$ cat src/rtl/core/lsd_dly.sv
// ============================================================================
// lsd_dly
// fixed-depth delay line with shared advance enable
// ============================================================================
`timescale 1ns / 1ps
`default_nettype none

module lsd_dly #(
    parameter int W     = 8,
    parameter int DEPTH = 2
) (
    input  wire logic         i_clk,
    input  wire logic         i_rst_n,
    input  wire logic         i_en,
    input  wire logic [W-1:0] i_d,
    output logic      [W-1:0] o_d
);

    logic [W-1:0] r_sh [DEPTH];

    always_ff @(posedge i_clk) begin
        if (!i_rst_n) begin
            for (int k = 0; k < DEPTH; k++) begin
                r_sh[k] <= '0;
            end
        end else if (i_en) begin
            r_sh[0] <= i_d;
            for (int k = 1; k < DEPTH; k++) begin
                r_sh[k] <= r_sh[k-1];
            end
        end
    end

    assign o_d = r_sh[DEPTH-1];

endmodule

`default_nettype wire

$ cat config.mk
export PLATFORM = sky130hd
export DESIGN_NAME = lsd_dly
export DESIGN_NICKNAME = d
export VERILOG_FILES = /design/src/rtl/core/lsd_dly.sv
export SDC_FILE = /design/constraint.sdc
export NUM_CORES = 1
export LEC_CHECK = 0
export ABC_AREA = 0
export BUFFER_PORTS_ARGS = -buffer_cell sky130_fd_sc_hd__buf_2
export CAP_MARGIN = 0
export CORE_UTILIZATION = 25
export CTS_BUF_LIST = sky130_fd_sc_hd__clkbuf_16
export DETAILED_ROUTE_END_ITERATION = 8
export SKIP_LAST_GASP = 1
export SLEW_MARGIN = 20
export SYNTH_ARGS = -nofsm -noshare
export SYNTH_HDL_FRONTEND = slang
export SYNTH_SLANG_ARGS = --single-unit
$ cat constraint.sdc
create_clock -name i_clk -period 1.31 [get_ports i_clk]
set_clock_uncertainty 0.1 [all_clocks]
set_input_delay 0.131 -clock i_clk [delete_from_list [all_inputs] [get_ports i_clk]]
set_output_delay 0.131 -clock i_clk [all_outputs]
set_load 0.005 [all_outputs]
==> metrics list <==
- Endpoint of the worst register-to-register path: r_sh[0][12]
- Summed over all cells, the static leakage comes to 0.000394 uW.
* Clock sink total: 16
* Die Area: 0.00290 mm^2
* Kind of cell adding the most delay to the critical path: flip-flops
* Total Wirelength: 947 um
* Detailed-routing iteration count for the pre-antenna-repair pass: 2
* Period Utilization, post-route: 73.4%
- For this run, global-route usage on met1 was measured as 8.99%.
- For this block, the initial DRC count from the detailed router was 1.
- Hold Vio Cnt, Final: 0
- The flow ran to the end, and the final reports show no timing, DRC or antenna violations.
* R2R Setup Slk: 0.38 ns
- GR Util met3: 4.80%
- Reg with most FFs: r_sh
* Startpoint Class: register
- I/O pin count: 19
- In this run the most critical hold path is launched from i_d[3].
* Count of mapped cells out of synthesis: 43
- Worst Hold Path Cells: 2
- Traced cell by cell, the critical path runs through buf_2.
- Entering global routing, the biggest net connects 18 pins.
- Power spread over the standard cell area amounts to 1530 mW/mm^2.
- Share of final-layout standard cells stronger than drive strength 1: 52.6%
* Count of flip-flops with a built-in enable after synthesis: 16
* Length in cells of the worst reg-to-reg path: 1
- Share of Yosys cell area claimed by the top area cell type: 71.4%
* Total Neg Setup Slack: 0 ns
- Worst stage delay on the critical path: 0.35 ns
- Number of different library cells in the post-synthesis netlist: 6
- Routability cong.: 0.634
- The mapped netlist covers 673 um^2.
* Final setup violation count: 0
- CTS built an H-tree with a depth of 1.
- Startpoint of the worst setup timing path: r_sh[0][8]
* Count of yosys warnings during synthesis: 0
* Pins over their slew limit: 0
- Core box area: 0.00250 mm^2
* Tot Pwr: 1250 uW
- Clock root buffer: clkbuf_16
* Unrepaired setup endpoints after global routing: no
* Largest registers: r_sh x16
- The tightest min-delay check is of the in -> reg type.
- In this run the core area contains 18 standard-cell rows.
- The via count of the first global-routing pass was 329.
* First-pass GRT wire length: 1540 um
- Post-CTS setup buffer count: 0
* Worst Hold Path EP: r_sh[0][3]
- Highest-delay cell along the critical path: edfxtp_1
- From left edge to right edge, the die measures 53.9 um.
- For the pin with the worst max-slew slack, the measured transition is 0.217 ns.
* Type of the worst setup path: reg -> out
- Clock slew at the register clock pins of the worst setup and hold paths: 0.05 ns
- Antenna violations before repair: 0
* Biggest area contributors in the synthesized netlist: edfxtp_1, buf_4, and3_1, and3_2, buf_6
- Antenna cells: 0
- Maximum buffer depth of the clock tree: 2
- Max-cap violations in this run came to 0.
- The net count of the finished layout is 70.
- Post-route DRC: 0
* Via count: 359
* Clock tree from TritonCTS: built
* Cts-stage hold buffer count: 0
* Most frequent cells after synthesis: edfxtp_1, and3_1, buf_4, and3_2
- Y dimension of the die: 53.9 um
- After synthesis, flip-flops and latches occupy 71.4% of the total area.
* Final instance area: 820 um^2
- Of all nets on the critical path, the largest fanout is 1.
- Number of flip-flops under the largest register name: 16
* # port buffers: 18
- The number of gates resized after CTS was 0.
- Most instantiated library cell after synthesis: edfxtp_1
- Primary FF master, synth: edfxtp_1
- The later pin in the worst-skew pair is clocked with a latency of 0.24 ns.
- Number of buffer and inverter instances along the worst setup path: 1
- Met2 GRT Util: 11.9%
- When the netlist entered floorplanning its net count stood at 54.
- Inserted Clock Buffers: 3
- In this run the mean area of a mapped cell was 15.7 um^2.
- Area post-placement: 744 um^2
- Type of element capturing the critical path: output port
- Top achievable clock speed: 1.04 GHz
* Largest area contributor in the netlist: edfxtp_1
- Area grow syn2layout: 21.7%
* Count of state elements after synthesis: 16
- Required time worst endpoint: 1.08 ns
* Antenna-violating nets left: 0
* Fraction of registers with async set/reset: 0%
- Highest ir drop seen on vdd: 0.444 mV
- For this run, the total global-route usage over all layers was measured as 8.73%.
- Relative slew margins: 85.5%
- After global routing, the most crowded layer is met2.
- Remaining global-route overflow: 0
- After detailed routing, the number of vias per cell comes to 4.13.
- For this configuration, the core starts out at a cell density of 26.9%.
- Time the worst path needs with I/O delays and setup: 0.961 ns
* Detailed-route wire length per cell: 10.9 um
- Data arrives at the worst endpoint at 0.73 ns.
- Final design utilization: 32.8%
* Startpoint of the most critical register-to-register path: r_sh[0][4]
[kinds of logic (layout without fill, tap and decap cells)]
group	count (synthesis)	in the layout	share of synthesized area [%]
buffers and inverters	10	24	11.7
flip-flops	16	16	71.4
AND/OR/NAND/NOR	17	17	16.9
[metrics by stage]
| stage | hold WS [ns] | cells | setup WS [ns] |
|---|---|---|---|
| after detailed placement | 0.360 | 84 | 0.289 |
| after global routing | 0.100 | 87 | 0.317 |
| after global placement | 0.353 | 84 | 0.303 |
| after CTS | 0.105 | 87 | 0.330 |
| after floorplan | 0.267 | 43 | 0.270 |
| final | 0.108 | 87 | 0.349 |
[layout make-up]
class | count | area, um^2
Sequential cell | 16 | 480
Tap cell | 30 | 37.5
Timing Repair Buffer | 21 | 113
Fill cell | 246 | 1680
Clock buffer | 3 | 75.1
Multi-Input combinational cell | 17 | 114
[routing by layer]
layer,up-vias,part of all wire (%)
met5,-,0
met4,0,4.0
met3,5,12
met2,17,44
met1,158,39
li1,179,-
[worst max path at each step]
stage | endpoint | slack, ns | cells after the start
6_report | o_d[0] | 0.35 | 1
5_1_grt | o_d[0] | 0.32 | 1
4_1_cts | o_d[0] | 0.33 | 1
3_5_place_dp | r_sh[0][8] | 0.29 | 3
3_3_place_gp | r_sh[0][15] | 0.30 | 3
2_1_floorplan | r_sh[0][0] | 0.27 | 1
[cell usage in the layout, fill, tap and decap left out, drive strengths merged]
cell    instances
clkbuf          3
buf            21
nand2b          1
and3           16
edfxtp         16
[power breakdown]
part           internal (uW)  switching, uW
logic                   38.1           34.7
clock network            399            169
registers                605           6.67
total                   1040            210
No activity file was read; power rests on OpenSTA's default activity.
