==> src/rtl/core/lsd_pkg.sv <==
// ============================================================================
// lsd_pkg
// shared constants and types for the segment distance triplet pipeline
// ============================================================================
`timescale 1ns / 1ps
`default_nettype none

package lsd_pkg;

    localparam int COORD_BITS_DEF = 16;
    localparam int FRAC_BITS_DEF  = 8;
    localparam int OUT_BITS       = 25;
    localparam int MUL_CHUNK      = 32;

    typedef struct packed {
        logic valid;
        logic degen;
        logic pzero;
    } t_flags;

endpackage

`default_nettype wire

==> src/rtl/core/lsd_mul.sv <==
// ============================================================================
// lsd_mul
// unsigned multiplier split into 32x32-bit partial products, two stages
// ============================================================================
`timescale 1ns / 1ps
`default_nettype none

module lsd_mul #(
    parameter int AW = 32,
    parameter int BW = 32
) (
    input  wire logic             i_clk,
    input  wire logic             i_en,
    input  wire logic [AW-1:0]    i_a,
    input  wire logic [BW-1:0]    i_b,
    output logic      [AW+BW-1:0] o_p
);

    localparam int CH  = lsd_pkg::MUL_CHUNK;
    localparam int NA  = (AW + CH - 1) / CH;
    localparam int NB  = (BW + CH - 1) / CH;
    localparam int PAW = NA * CH;
    localparam int PBW = NB * CH;
    localparam int PW  = AW + BW;

    logic [PAW-1:0]    a_pad;
    logic [PBW-1:0]    b_pad;
    logic [2*CH-1:0]   r_pp [NA][NB];
    logic [PW-1:0]     n_p;
    logic [PW-1:0]     r_p;

    assign a_pad = PAW'(i_a);
    assign b_pad = PBW'(i_b);

    always_ff @(posedge i_clk) begin
        if (i_en) begin
            for (int i = 0; i < NA; i++) begin
                for (int j = 0; j < NB; j++) begin
                    r_pp[i][j] <= a_pad[i*CH +: CH] * b_pad[j*CH +: CH];
                end
            end
        end
    end

    always_comb begin
        n_p = '0;
        for (int i = 0; i < NA; i++) begin
            for (int j = 0; j < NB; j++) begin
                n_p = n_p + (PW'(r_pp[i][j]) << (CH * (i + j)));
            end
        end
    end

    always_ff @(posedge i_clk) begin
        if (i_en) begin
            r_p <= n_p;
        end
    end

    assign o_p = r_p;

endmodule

`default_nettype wire

==> config.mk <==
export PLATFORM = sky130hd
export DESIGN_NAME = lsd_mul
export DESIGN_NICKNAME = d
export VERILOG_FILES = /design/src/rtl/core/lsd_pkg.sv /design/src/rtl/core/lsd_mul.sv
export SDC_FILE = /design/constraint.sdc
export NUM_CORES = 2
export LEC_CHECK = 0
export BUFFER_PORTS_ARGS = -buffer_cell sky130_fd_sc_hd__buf_2
export CAP_MARGIN = 15
export CORE_MARGIN = 4
export CORE_UTILIZATION = 60
export DETAILED_ROUTE_END_ITERATION = 6
export HOLD_SLACK_MARGIN = 0.05
export PLACE_DENSITY = 0.81
export REMOVE_ABC_BUFFERS = 1
export SYNTH_ARGS = -nofsm -noshare
export SYNTH_HDL_FRONTEND = slang
export SYNTH_SLANG_ARGS = --single-unit
==> constraint.sdc <==
create_clock -name i_clk -period 9.8 [get_ports i_clk]
set_clock_uncertainty 0.05 [all_clocks]
set_input_delay 1.96 -clock i_clk [delete_from_list [all_inputs] [get_ports i_clk]]
set_output_delay 1.96 -clock i_clk [all_outputs]
set_load 0.005 [all_outputs]
==> flow_summary_export.csv <==
group,metric,value,unit
setup_path,start_kind,"input pin",
clocking,cts_made_buffers,17,
sta,fin_crit,9600,ps
placement,dp_cells,4624,
grt,grt_util_met2,0.4997,
final_layout,layout.nets,5086,
floorplan,coreArea,60810,um2
clocking,clk_pin_slew,60,ps
clocking,max-clock-path-buffers,2,
sta,worst_pin_slew,843.8,ps
detailed_routing,vias,26373,
detailed_routing,first_pass_iters,5,
sta,drv_slew,0,
grt,grt_max_degree,71,
synth,syn_area,37100,um2
clocking,cts_num_sinks,128,
detailed_routing,vias_per_cell,5.663,
floorplan,initial_core_util,0.6101,
clocking,root_buffer,"clkbuf_16",
sta,hold_viol_final,0,
placement,io_buffers,129,
synth,synth_cell_types,71,
clocking,holdBufCountCts,0,
floorplan,die_w,256.7,um
synth,yosysMostFrequentCell,"fa_1",
synth,async_reset_ff_frac,0,
synth,avgSynthCellArea,9.786,um2
sta,min_period_over_period,0.9796,
synth,yosys.area.top_type_share,0.4835,
synth,seq_area_frac_synth,0.1036,
placement,hpwl,78.98,mm
synth,synthTopCellsByArea,"fa_1, edfxtp_1, and2_1",
flow_run,drv_cap,0,
setup_path,critPathRequiredTime,9910,ps
grt,grt-ovfl-total,0,
synth,ys_seq_elements,128,
synth,synth-main-ff-cell,"edfxtp_1",
clocking,clk_latency,430,ps
detailed_routing,drc_errors,0,
final_layout,fillers,4697,
detailed_routing,wirelength,94.02,mm
setup_path,path_class,"input pin to register",
sta,setup_viol,0,
setup_path,cp_max_fo,22,
floorplan,io_pins,130,
clocking,cts_tree,"built",
synth,synth_edf_count,128,
detailed_routing,drtIter0Drc,1845,
grt,grt_pass1_wl,153.6,mm
clocking,cts_setup_buffers,0,
setup_path,endpoint_kind,"register",
grt,grt_usage,0.2959,
grt,use_met1,0.3773,
synth,synth_cells,3791,
synth,yosysTopAreaCell,"fa_1",
sta,fmax,104.2,MHz
grt,top_usage_layer,"met2",
placement,placed_area,38880,um2
detailed_routing,final_antenna_net_count,0,
sta,hold_ws,361.9,ps
final_layout,syn_to_final_growth,6.580,%
setup_path,crit_arrival,9710,ps
sta,slew_headroom,0.4374,
final_layout,drive_gt1_frac,0.08107,
synth,ys_warn_count,0,
floorplan,rows,90,
status,outcome,"complete, no violations",
floorplan,dieArea,65870,um2
grt,grt_pass1_vias,29151,
final_layout,final_cells,4657,
detailed_routing,wl_per_cell,20.19,um
placement,place.gp.congestion,0.9679,
hold_path,min_path_type,"register to register",
floorplan,die_h,256.7,um
synth,synthTopCellsByCount,"fa_1, inv_1, and2_1, nand2_1, ha_1",
final_layout,finalInstanceArea,39540,um2
clocking,cts_htree_levels,4,
grt,antenna_found_initial,2,
sta,rsz0062_at_grt,"no",
grt,use_met3,0.05082,
-- worst paths after layout --
| check | from | end | slack [ps] | depth (start not counted) |
|---|---|---|---|---|
| min | r_pp[0][1] | o_p[1] | 360 | 0 |
| max reg2reg | r_pp[0][51] | o_p[51] | 9070 | 0 |
| min reg2reg | r_pp[0][1] | o_p[1] | 360 | 0 |
| max | i_a[13] | r_pp[0][60] | 200 | 23 |
-- critical path: stages --
cell,delay [ps]
buf_2,430
and2_1,230
fa_1,450
fa_1,550
inv_1,60
fa_1,540
fa_1,420
inv_1,80
fa_1,450
fa_1,520
fa_1,560
fa_1,430
ha_1,360
a21oi_1,180
o21ai_1,120
a211o_2,340
a2111o_1,460
a32oi_1,330
a31oi_1,200
a221o_1,390
a221oi_1,370
o21ai_1,120
xor2_1,150
-- layer usage --
layer	part of all wire	wire length [um]
met1	0.37	34360
met3	0.086	8048
met2	0.49	46510
met4	0.054	5099
met5	0	0
-- logic make-up (layout without fill, tap and decap cells) --
| group | count (synthesis) | in the layout | share of synthesized area |
|---|---|---|---|
| AND/OR/NAND/NOR | 1164 | 1164 | 0.1624 |
| AO/OA/AOI/OAI | 202 | 202 | 0.03582 |
| buffers and inverters | 1075 | 1157 | 0.1111 |
| multiplexers | 1 | 1 | 0.0002698 |
| adder cells (fa/ha/maj) | 1159 | 1159 | 0.5722 |
| flip-flops | 128 | 128 | 0.1036 |
| other | 0 | 2 | 0 |
| XOR/XNOR | 62 | 62 | 0.01464 |
-- layout make-up --
class,count,area [um2],share of cell area
Multi-Input combinational cell,2588,29130,0.7368
Sequential cell,128,3844,0.09721
Inverter,861,3232,0.08174
Timing Repair Buffer,265,1707,0.04316
Tap cell,782,978.4,0.02475
Clock buffer,18,429.2,0.01085
Clock inverter,13,212.7,0.005379
Antenna cell,2,5.005,0.0001266
-- stage by stage --
step | setup TNS (ps) | worst slack (ps) | util
3_3_place_gp | 0 | 12.33 | 0.6394
3_5_place_dp | -141.7 | -92.98 | 0.6394
4_1_cts | 0 | 313.4 | 0.6500
6_report | 0 | 199.5 | 0.6502
5_1_grt | 0 | 7.391 | 0.6502
2_1_floorplan | 0 | 712.8 | -
-- layout by cell type (no fill, tap or decap), types with 3 or more instances in the layout --
cell and instances:
a211oi_1 4, a21o_1 32, a21oi_1 65, a31oi_1 15
and2_1 599, and3_1 8, buf_2 123, buf_4 135
bufinv_16 5, clkbuf_16 17, clkbuf_4 5, clkinv_4 3
clkinvlp_4 3, edfxtp_1 128, fa_1 896, ha_1 263
inv_1 861, nand2_1 473, nand2b_1 3, nand3_1 10
nand4_1 18, nor2_1 31, nor2b_1 3, nor3_1 7
o21a_1 4, o21ai_0 36, o21ai_1 4, o21bai_1 9
xnor2_1 35, xor2_1 27
-- sequential cells by signal, indices dropped and copies added, names as in the netlist --
name  cells
o_p      64
r_pp     64
-- what timing repair did --
item                       4_1_cts  5_1_grt
hold endpoints to repair         0        0
setup endpoints to repair        0        1
gates resized for setup          0        5
Power is left out: the tool's default activity adds up to more than one toggle a clock period on the data nets, which glitch-free logic cannot reach.
